`src/sv/csvt_pkg.sv`:
```
package csvt_pkg;

   localparam int RSP_DEPTH = 4;
   localparam int RSP_PTR_W = $clog2(RSP_DEPTH);
   localparam int RSP_CNT_W = $clog2(RSP_DEPTH + 1);

   localparam logic [7:0] DELIM_RESET = 8'd44;
   localparam logic [7:0] CH_QUOTE    = 8'h22;
   localparam logic [7:0] CH_BSLASH   = 8'h5C;
   localparam logic [7:0] CH_T        = 8'h74;
   localparam logic [7:0] CH_N        = 8'h6E;
   localparam logic [7:0] CH_TAB      = 8'h09;
   localparam logic [7:0] CH_LF       = 8'h0A;

   localparam logic KIND_BYTE = 1'b0;
   localparam logic KIND_EOL  = 1'b1;

   typedef struct packed {
      logic       kind;
      logic [7:0] in_byte;
   } csvt_item_type;

   typedef struct packed {
      logic       in_quotes;
      logic       escape_pending;
      logic       header_done;
   } csvt_state_type;

   typedef struct packed {
      logic [7:0] out_byte;
      logic       is_field_end;
      logic       is_line_end;
      logic       from_header_line;
      logic       last_of_run;
   } csvt_rsp_type;

   typedef struct packed {
      logic [1:0]     count;
      csvt_rsp_type   rsp0;
      csvt_rsp_type   rsp1;
      csvt_state_type state_next;
   } csvt_decode_type;

endpackage

```
`src/sv/csvt_decode.sv`:
```
module csvt_decode
   import csvt_pkg::*;
(
   input  csvt_item_type   item,
   input  logic [7:0]      delimiter,
   input  csvt_state_type  state,
   output csvt_decode_type dec
);

   typedef struct packed {
      logic emit;
      logic fend;
      logic toggle;
      logic hold;
   } plain_type;

   function automatic plain_type plain_fn(input logic [7:0] c, input logic [7:0] delim,
                                          input logic inq);
      plain_type p;
      p = '0;
      if (c == CH_QUOTE) begin
         p.toggle = 1'b1;
      end else if (c == delim && !inq) begin
         p.emit = 1'b1;
         p.fend = 1'b1;
      end else if (c == CH_BSLASH) begin
         p.hold = 1'b1;
      end else begin
         p.emit = 1'b1;
      end
      return p;
   endfunction

   function automatic csvt_rsp_type mk_rsp(input logic [7:0] b, input logic fend,
                                           input logic lend, input logic hdr);
      csvt_rsp_type r;
      r.out_byte         = b;
      r.is_field_end     = fend;
      r.is_line_end      = lend;
      r.from_header_line = hdr;
      r.last_of_run      = 1'b0;
      return r;
   endfunction

   plain_type    p;
   csvt_rsp_type plain_rsp;
   logic         hdr;
   logic [7:0]   c;

   assign c   = item.in_byte;
   assign hdr = ~state.header_done;

   always_comb begin
      p         = plain_fn(c, delimiter, state.in_quotes);
      plain_rsp = mk_rsp(p.fend ? 8'd0 : c, p.fend, 1'b0, hdr);
      dec                      = '0;
      dec.state_next           = state;
      if (item.kind == KIND_EOL) begin
         dec.state_next.in_quotes      = 1'b0;
         dec.state_next.escape_pending = 1'b0;
         dec.state_next.header_done    = 1'b1;
         if (state.escape_pending) begin
            dec.rsp0  = mk_rsp(CH_BSLASH, 1'b0, 1'b0, hdr);
            dec.rsp1  = mk_rsp(8'd0, 1'b1, 1'b1, hdr);
            dec.count = 2'd2;
         end else begin
            dec.rsp0  = mk_rsp(8'd0, 1'b1, 1'b1, hdr);
            dec.count = 2'd1;
         end
      end else if (state.escape_pending) begin
         dec.state_next.escape_pending = 1'b0;
         dec.count = 2'd1;
         if (c == CH_T) begin
            dec.rsp0 = mk_rsp(CH_TAB, 1'b0, 1'b0, hdr);
         end else if (c == CH_N) begin
            dec.rsp0 = mk_rsp(CH_LF, 1'b0, 1'b0, hdr);
         end else if (c == CH_QUOTE || c == CH_BSLASH) begin
            dec.rsp0 = mk_rsp(c, 1'b0, 1'b0, hdr);
         end else begin
            dec.rsp0 = mk_rsp(CH_BSLASH, 1'b0, 1'b0, hdr);
            dec.rsp1 = plain_rsp;
            dec.count = p.emit ? 2'd2 : 2'd1;
            dec.state_next.in_quotes      = state.in_quotes ^ p.toggle;
            dec.state_next.escape_pending = p.hold;
         end
      end else begin
         dec.rsp0 = plain_rsp;
         dec.count = p.emit ? 2'd1 : 2'd0;
         dec.state_next.in_quotes      = state.in_quotes ^ p.toggle;
         dec.state_next.escape_pending = p.hold;
      end
      if (dec.count == 2'd1) begin
         dec.rsp0.last_of_run = 1'b1;
      end
      if (dec.count == 2'd2) begin
         dec.rsp1.last_of_run = 1'b1;
      end
   end

endmodule

```
`src/sv/csvt_rsp_fifo.sv`:
```
module csvt_rsp_fifo
   import csvt_pkg::*;
(
   input  logic         clock,
   input  logic         reset,
   input  logic [1:0]   push_count,
   input  csvt_rsp_type push0,
   input  csvt_rsp_type push1,
   output logic         room_two,
   output logic         rsp_valid,
   input  logic         rsp_stall,
   output csvt_rsp_type rsp,
   output logic [RSP_CNT_W-1:0] fill
);

   csvt_rsp_type         mem_ff [RSP_DEPTH];
   logic [RSP_PTR_W-1:0] wr_ptr_ff, wr_ptr_in;
   logic [RSP_PTR_W-1:0] rd_ptr_ff, rd_ptr_in;
   logic [RSP_CNT_W-1:0] count_ff, count_in;
   logic                 pop;
   logic [RSP_PTR_W-1:0] wr_ptr_next;

   assign rsp_valid   = (count_ff != '0);
   assign rsp         = mem_ff[rd_ptr_ff];
   assign pop         = rsp_valid && !rsp_stall;
   assign room_two    = (count_ff <= RSP_CNT_W'(RSP_DEPTH - 2));
   assign fill        = count_ff;
   assign wr_ptr_next = wr_ptr_ff + RSP_PTR_W'(1);

   always_comb begin
      wr_ptr_in = wr_ptr_ff + RSP_PTR_W'(push_count);
      rd_ptr_in = pop ? rd_ptr_ff + RSP_PTR_W'(1) : rd_ptr_ff;
      count_in  = count_ff + RSP_CNT_W'(push_count) - RSP_CNT_W'(pop);
   end

   always_ff @(posedge clock) begin
      if (push_count != 2'd0) begin
         mem_ff[wr_ptr_ff] <= push0;
      end
      if (push_count == 2'd2) begin
         mem_ff[wr_ptr_next] <= push1;
      end
   end

   always_ff @(posedge clock) begin
      if (reset) begin
         wr_ptr_ff <= '0;
         rd_ptr_ff <= '0;
         count_ff  <= '0;
      end else begin
         wr_ptr_ff <= wr_ptr_in;
         rd_ptr_ff <= rd_ptr_in;
         count_ff  <= count_in;
      end
   end

endmodule

```
`src/sv/csv_field_tokenizer_unit.sv`:
```
// A request passes through the request stage register and the result queue to rsp_valid.
// Throughput: 1 request per cycle while each request yields at most one result and
// rsp_stall is low; a request that yields two results sends them out one at a time.
// The result queue holds 4 entries; the request stage advances with at least 2 free.
// Reset: synchronous, active high; clears quote, escape and header state and sets
// the delimiter to 44.
module csv_field_tokenizer_unit
   import csvt_pkg::*;
(
   input  logic       clock,
   input  logic       reset,
   input  logic       req_valid,
   output logic       req_stall,
   input  logic       req_kind,
   input  logic [7:0] req_in_byte,
   output logic       rsp_valid,
   input  logic       rsp_stall,
   output logic [7:0] rsp_out_byte,
   output logic       rsp_is_field_end,
   output logic       rsp_is_line_end,
   output logic       rsp_from_header_line,
   output logic       rsp_last_of_run,
   input  logic       csr_valid,
   output logic       csr_ready,
   input  logic [7:0] csr_delimiter
);

   logic            stage_vld_ff, stage_vld_in;
   csvt_item_type   stage_ff, stage_in;
   csvt_state_type  state_ff, state_in;
   logic [7:0]      delim_ff, delim_in;
   csvt_decode_type dec;
   csvt_rsp_type    rsp;
   logic            room_two;
   logic            advance;
   logic            accept;
   logic [1:0]      push_count;
   logic [RSP_CNT_W-1:0] fill;

   assign csr_ready  = 1'b1;
   assign advance    = stage_vld_ff && room_two;
   assign req_stall  = stage_vld_ff && !room_two;
   assign accept     = req_valid && !req_stall;
   assign push_count = advance ? dec.count : 2'd0;

   always_comb begin
      stage_vld_in = accept ? 1'b1 : (advance ? 1'b0 : stage_vld_ff);
      stage_in     = accept ? {req_kind, req_in_byte} : stage_ff;
      state_in     = advance ? dec.state_next : state_ff;
      delim_in     = (csr_valid && csr_ready) ? csr_delimiter : delim_ff;
   end

   always_ff @(posedge clock) begin
      stage_ff <= stage_in;
   end

   always_ff @(posedge clock) begin
      if (reset) begin
         stage_vld_ff <= 1'b0;
         state_ff     <= '0;
         delim_ff     <= DELIM_RESET;
      end else begin
         stage_vld_ff <= stage_vld_in;
         state_ff     <= state_in;
         delim_ff     <= delim_in;
      end
   end

   csvt_decode u_decode (
      .item      (stage_ff),
      .delimiter (delim_ff),
      .state     (state_ff),
      .dec       (dec)
   );

   csvt_rsp_fifo u_rsp_fifo (
      .clock      (clock),
      .reset      (reset),
      .push_count (push_count),
      .push0      (dec.rsp0),
      .push1      (dec.rsp1),
      .room_two   (room_two),
      .rsp_valid  (rsp_valid),
      .rsp_stall  (rsp_stall),
      .rsp        (rsp),
      .fill       (fill)
   );

   assign rsp_out_byte         = rsp.out_byte;
   assign rsp_is_field_end     = rsp.is_field_end;
   assign rsp_is_line_end      = rsp.is_line_end;
   assign rsp_from_header_line = rsp.from_header_line;
   assign rsp_last_of_run      = rsp.last_of_run;

   a_fill_bound: assert property (@(posedge clock) disable iff (reset)
      fill <= RSP_CNT_W'(RSP_DEPTH))
      else $error("result queue overflow");

   a_line_end_closes: assert property (@(posedge clock) disable iff (reset)
      rsp_valid && rsp_is_line_end |-> rsp_is_field_end && rsp_last_of_run)
      else $error("line end result not final field end");

   a_field_end_zero: assert property (@(posedge clock) disable iff (reset)
      rsp_valid && rsp_is_field_end |-> rsp_out_byte == 8'd0)
      else $error("field end carries data");

   a_eol_sets_header: assert property (@(posedge clock) disable iff (reset)
      advance && stage_ff.kind == KIND_EOL |=> state_ff.header_done
         && !state_ff.in_quotes && !state_ff.escape_pending)
      else $error("end of line did not reset line state");

endmodule

```
`config.mk`:
```
export PLATFORM = sky130hd
export DESIGN_NAME = csv_field_tokenizer_unit
export DESIGN_NICKNAME = d
export VERILOG_FILES = /design/src/sv/csvt_pkg.sv /design/src/sv/csvt_decode.sv /design/src/sv/csvt_rsp_fifo.sv /design/src/sv/csv_field_tokenizer_unit.sv
export SDC_FILE = /design/constraint.sdc
export NUM_CORES = 1
export LEC_CHECK = 0
export ABC_AREA = 1
export BUFFER_PORTS_ARGS = -buffer_cell sky130_fd_sc_hd__buf_4
export CAP_MARGIN = 20
export CORE_MARGIN = 10
export CORE_UTILIZATION = 40
export DETAILED_ROUTE_END_ITERATION = 16
export PLACE_DENSITY = 0.64
export SETUP_SLACK_MARGIN = 0.1
export SYNTH_ARGS = -nofsm -noshare
export SYNTH_HDL_FRONTEND = slang
export SYNTH_HIERARCHICAL = 1
export SYNTH_SLANG_ARGS = --single-unit
```
`constraint.sdc`:
```
create_clock -name clock -period 6.25 [get_ports clock]
set_clock_uncertainty 0.2 [all_clocks]
set_input_delay 0 -clock clock [delete_from_list [all_inputs] [get_ports clock]]
set_output_delay 0 -clock clock [all_outputs]
set_load 0.02 [all_outputs]
```
Word-level counts from Yosys, hierarchy flattened
Memory sizes are Yosys's and may differ from the RTL's. A register that Yosys moved wholly into a read port is not among the register bits.
Index checks and enable logic that the tools add are counted.
Widths: inputs -> output; s select.
- word-level logic and storage cells: 82
- input port bits: 22
- memory bits (writable): 48
- output and inout port bits: 15
- memories: 1
- register bits after elaboration: 28
- multiplexer cells: 37
- add/sub/neg operators: 5
- order comparisons: 1
- eq/ne operators: 11
- bitwise logic cells: 2
- reduce and logical (&&, ||, !) cells: 15
- memories (memory ; words ; bits a word ; read ports ; clocked after memory_dff ; write ports ; RTL line ; source):
    u_rsp_fifo.mem_ff ; 4 ; 12 ; 1 ; 1 ; 2 ; csvt_rsp_fifo.sv:16 ; csvt_rsp_type mem_ff [RSP_DEPTH];
- operators by type and width (cell ; count):
    $mux 14 ; 5
    $mux 12 ; 4
    $mux 28 ; 1
    $eq 8x7->1 const B ; 3
    $mux 2 ; 9
    $mux 1 ; 16
    $ne 3x3->1 const B ; 3
    $eq 8x6->1 const B ; 1
    $eq 8x8->1 ; 1
    $mux 8 ; 1
    $logic_and 1x1->1 ; 5
    $add 2x1->2 const B ; 2
    $eq 2x2->1 const B ; 2
    $logic_not 1->1 ; 4
    $mux 4 ; 1
    $reduce_and 4->1 ; 1
    $reduce_bool 2->1 ; 2
    $add 3x2->3 ; 1
    $le 3x2->1 const B ; 1
    $reduce_bool 3->1 ; 1
    $sub 3x1->3 ; 1
    $add 2x2->2 ; 1
    $eq 2x1->1 const B ; 1
    $reduce_and 2->1 ; 1
    other kinds (3) ; 3

Longest topological paths before layout
- depth in word-level cells: 14
- gate-level depth with buffers: 17
- mapped depth without buffers: 16

Modules after synthesis
The synthesis kept the hierarchy.
- modules (own cells, without submodules) (module ; cells each ; instances ; area each (um^2) ; seq. area each (um^2)):
    csvt_rsp_fifo ; 300 ; 1 ; 2992.9 ; 1621.6
    csv_field_tokenizer_unit ; 77 ; 1 ; 793.3 ; 510.5
    csvt_decode ; 122 ; 1 ; 559.3 ; 0.0

Worst setup path before layout
OpenSTA, ideal clock, no wires.
- kind: reg-to-reg
- start: register stage_ff[4] (netlist bit)
- end: memory u_rsp_fifo/mem_ff[0][0] (netlist bit), enable pin
- buffers on the path: 1
- cell stages (with the launch flop): 10
- setup slack: 2828 ps
- period minus slack after synthesis: 3422 ps
- arrival: 2821 ps
- required time: 5650 ps
- library setup time: 400 ps
- cells stage by stage: edfxtp_1 > xor2_1 > nor2_1 > nand3_4 > buf_6 > a21oi_1 > inv_1 > nor2_1 > nor2_1 > o31ai_1
- RTL lines (what ; RTL line ; source):
    from (decl) ; csv_field_tokenizer_unit.sv:29 ; csvt_item_type stage_ff, stage_in;
    from (signal assigned) ; csv_field_tokenizer_unit.sv:54 ; stage_ff <= stage_in;
    to (decl) ; csvt_rsp_fifo.sv:16 ;

==> summary.txt <==
Timing
  • Final period demand of the worst path: a little over 3000 ps
  • Slew at the pin with the worst max-slew slack: slightly below 800 ps
  • Pins over their slew limit: 0
  • Final cycle utilization of the critical path: about half
  • Unrepaired setup endpoints after global routing: no
  • Endpoints failing hold: 0
  • Number of failing setup endpoints in the final timing report: 0
  • Post-route setup TNS: 0 ps
  • Worst hold margin: between 6 and 7 ps
  • Highest attainable clock frequency: around 330 MHz
  • Relative max-transition margin: between 40% and 50%

Setup path
  • Critical path's largest stage delay: ~490 ps
  • CP arrival: ~2900 ps
  • Critical-path top delay cell: edfxtp_1
  • Reg-to-Reg End: u_rsp_fifo/mem_ff[1][10]$_DFFE_PP_
  • Endpoint kind of the worst setup timing path: flip-flop
  • Register-to-register path setup slack: 3200 ps
  • Cell Chain, Critical Path: nand2_1 > nand2_1 > nor2_1 > nand2_1 > nor2_4 > nand3_4 > a21oi_1 > inv_1 > nor2_1 > nor2_1 > o31ai_1 > buf_4
  • Top fanout value on the critical path: 15
  • Data required, critical path: between 6000 and 7000 ps
  • Number of cell instances on the worst register-to-register path: 12
  • Startpoint kind of the worst setup timing path: flip-flop
  • Critical path class: flip-flop to flip-flop
  • Worst reg2reg startpoint: stage_ff[3]$_DFFE_PP_

CTS
  • Clk Tree Root Cell: clkbuf_8
  • CTS tree: yes
  • Inserted Clock Buffers: 9
  • Number of post-CTS setup repair buffers: 0
  • Clock Path Buffers: 2
  • Clock edge transition at the registers on the reported setup and hold paths: ~80 ps
  • Depth of the CTS H-tree: 3
  • Worst skew pair latency: ~350 ps
  • Num Clock Sinks: 78

Power and ir drop
  • Cell leakage power: 2.169 nW
  • Combinational Power Share: between 30% and 40%
  • Worst vdd rail ir drop: 0.0001134 V
  • Switching share of total power: 35.64%
  • Switching Power: around 600 uW
  • Sequential group share of total power: approximately two fifths
  • Total power per unit cell area: roughly 320 nW/um^2
  • Internal power component: about 1.1 mW
  • Fraction of power consumed by the clock network: roughly a quarter

Floorplan
  • Row count: 37
  • X dimension of the die: 124.2 um
  • Total Die Area: 15430 um^2
  • Vert. Die Dim: approximately 120 um
  • Area of the core: ~10000 um^2
  • IO Count: 37
  • Initial core utilization: 41.53%

Flow run
  • # Max-Cap Violations: 0

Logic synthesis
  • Synth Net Count: roughly 530
  • Sequential element share of the synthesized area: 49.06%
  • Number of distinct library cell variants in the gate-level netlist after synthesis: 36
  • Avg Cell Area, Syn: about 8.7 um^2
  • Synth Instances: around 500
  • Synth warnings: 6
  • Post-Syn Area: 4345 um^2
  • Yosys reg bits: 78

GRT
  • Largest net degree at the start of global routing: 26
  • Number of antenna violations at the first check in global routing: 0
  • First-pass GRT wire length: around 17000 um
  • All-layer global routing usage: 12.76%
  • Aggregate global routing overflow: 0
  • Vias in the first global route: about 3500

Routing
  • DRT Wirelength: 9796 um
  • Routed wire length per instance: 13.88 um
  • DRC violations left: 0
  • Drt via density: a little under 5
  • Vias post-DR: approximately 3500
  • 1st-pass router iterations: 4
  • Number of design-rule violations left by the first detailed-router iteration: 183
  • Antenna viol nets, final: 0

Cells and area
  • Area growth from synthesis to final layout: 20.07%
  • Share of layout cells above drive strength 1: between 20 and 25%
  • Most common cell after layout, fill and taps aside: nand2_1
  • Fillers: 982
  • Net count, final: about 590
  • Diode insertion count for antenna repair: 0
  • Top library cells by usage in the layout, fill and taps aside: nand2_1 (110), nor2_1 (65), edfxtp_1 (57), inv_1 (50), buf_4 (39)
  • Post-layout instance count excluding filler cells: about 710
  • Final standard cell utilization of the core: between 40% and 50%

Hold path
  • Type of the tightest min-delay check: input pin to flip-flop
  • Origin of the worst min-delay path: req_valid
  • Count of cells along the worst hold path: 3
  • Hold worst-path end: stage_ff[2]$_DFFE_PP_

Place
  • Half-perimeter wire length after placement: approximately 6800 um
  • PortBufs: 35
  • Total placed cells including tap cells: ~650
  • Routability congestion estimate from global placement: a little under 0.9

Outcome
  • Run status: complete, no violations
[Yosys cell counts]
master / n / area [um^2]
a211oi_1: 1 / 7.510
a21oi_1: 17 / 85.08
a21oi_2: 1 / 8.760
a31oi_1: 1 / 6.260
buf_2: 1 / 5.000
buf_4: 2 / 15.01
buf_6: 11 / 123.9
clkbuf_1: 6 / 22.52
conb_1: 1 / 3.750
dfxtp_1: 21 / 420.4
edfxtp_1: 57 / 1712
fa_1: 1 / 20.02
ha_1: 4 / 50.05
inv_1: 50 / 187.7
inv_2: 7 / 26.28
inv_4: 1 / 6.260
inv_8: 1 / 11.26
nand2_1: 110 / 412.9
nand2_2: 2 / 12.51
nand2_4: 1 / 11.26
nand3_1: 13 / 65.06
nand3_4: 5 / 87.58
nand4_1: 1 / 6.260
nor2_1: 65 / 244.0
nor2_2: 14 / 87.58
nor2_4: 1 / 11.26
nor2_8: 1 / 20.02
nor3_1: 1 / 5.000
nor3b_1: 1 / 7.510
o21ai_0: 27 / 135.1
o21ai_1: 22 / 110.1
o21ai_2: 33 / 289.0
o22ai_1: 12 / 75.07
o31ai_1: 4 / 30.03
or2_2: 1 / 6.260
xor2_1: 2 / 17.52
[flip-flops by register name, indices dropped and copies added (netlist names), named ones only]
name / flops
stage_ff: 9
u_rsp_fifo/wr_ptr_ff: 2
u_rsp_fifo/fill: 3
delim_ff: 8
u_rsp_fifo/rd_ptr_ff: 2
state_ff: 3
stage_vld_ff: 1
u_rsp_fifo/mem_ff: 48
[worst max path at each step]
| stage | from | to | slack, ps | cells past startpoint |
|---|---|---|---|---|
| 3_5_place_dp | stage_ff[3]$_DFFE_PP_ | u_rsp_fifo/mem_ff[1][7]$_DFFE_PP_ | 3250 | 13 |
| 3_3_place_gp | stage_ff[5]$_DFFE_PP_ | u_rsp_fifo/mem_ff[1][7]$_DFFE_PP_ | 3270 | 12 |
| 6_report | stage_ff[3]$_DFFE_PP_ | u_rsp_fifo/mem_ff[1][10]$_DFFE_PP_ | 3200 | 12 |
| 2_1_floorplan | stage_ff[4]$_DFFE_PP_ | u_rsp_fifo/mem_ff[0][0]$_DFFE_PP_ | 2830 | 9 |
| 4_1_cts | stage_ff[3]$_DFFE_PP_ | u_rsp_fifo/mem_ff[1][10]$_DFFE_PP_ | 3220 | 13 |
| 5_1_grt | stage_ff[7]$_DFFE_PP_ | u_rsp_fifo/mem_ff[1][10]$_DFFE_PP_ | 2870 | 12 |
[repair_timing]
| action | 4_1_cts | 5_1_grt |
|---|---|---|
| endpoints found under the hold margin | 30 | 0 |
| resized for setup | 0 | 0 |
| hold buffers | 36 | 0 |
[final cells by class]
type / instances / area [um^2] / area share [%]
flip-flops and latches: 78 / 2132 / 40.86
multi-input cells: 342 / 1815 / 34.80
repair buffers: 75 / 653.1 / 12.52
inverters: 59 / 231.5 / 4.436
well taps: 136 / 170.2 / 3.261
clock buffers: 10 / 127.6 / 2.446
clock inverters: 6 / 87.58 / 1.679
[per-stage QoR]
stage / power (mW) / worst slack [ps] / cell area, um^2
after floorplan: 1.083 / 2828 / 4345
after global placement: 1.246 / 3267 / 4642
after detailed placement: 1.261 / 3247 / 4642
after CTS: 1.694 / 3216 / 5218
after global routing: 1.793 / 2873 / 5218
final: 1.680 / 3203 / 5218
[kinds of logic after synthesis]
group	count (synthesis)	share of synthesized area, %
adders and majority gates	5	1.613
other	1	0.08630
and+or+nand+nor	216	22.49
buffers and inverters	79	9.156
xor gates and xnor gates	2	0.4032
AOI/OAI and AO/OA	118	17.19
DFF	78	49.06
[routing by layer]
layer | GRT usage (%) | vias to the layer above | wire length (um)
li1 | - | 1790 | -
met1 | 15.54 | 1608 | 4478
met2 | 21.54 | 62 | 4761
met3 | 2.506 | 13 | 388
met4 | 5.044 | 0 | 167
met5 | 0 | - | 0
[power groups by stage]
stage / sequential, mW / combinational (mW) / clock, mW
2_1_floorplan: 0.680 / 0.403 / 0
3_3_place_gp: 0.702 / 0.544 / 0
3_5_place_dp: 0.704 / 0.557 / 0
4_1_cts: 0.692 / 0.579 / 0.424
5_1_grt: 0.702 / 0.643 / 0.448
6_report: 0.690 / 0.572 / 0.418
[critical path, delay by kind of cell, from the launching register on]
family	cells	cell delay [ps]
AOI/OAI and AO/OA	2	420
buffers and inverters	2	330
DFF	1	490
and+or+nand+nor	8	1290
(Power assumes the default switching activity.)
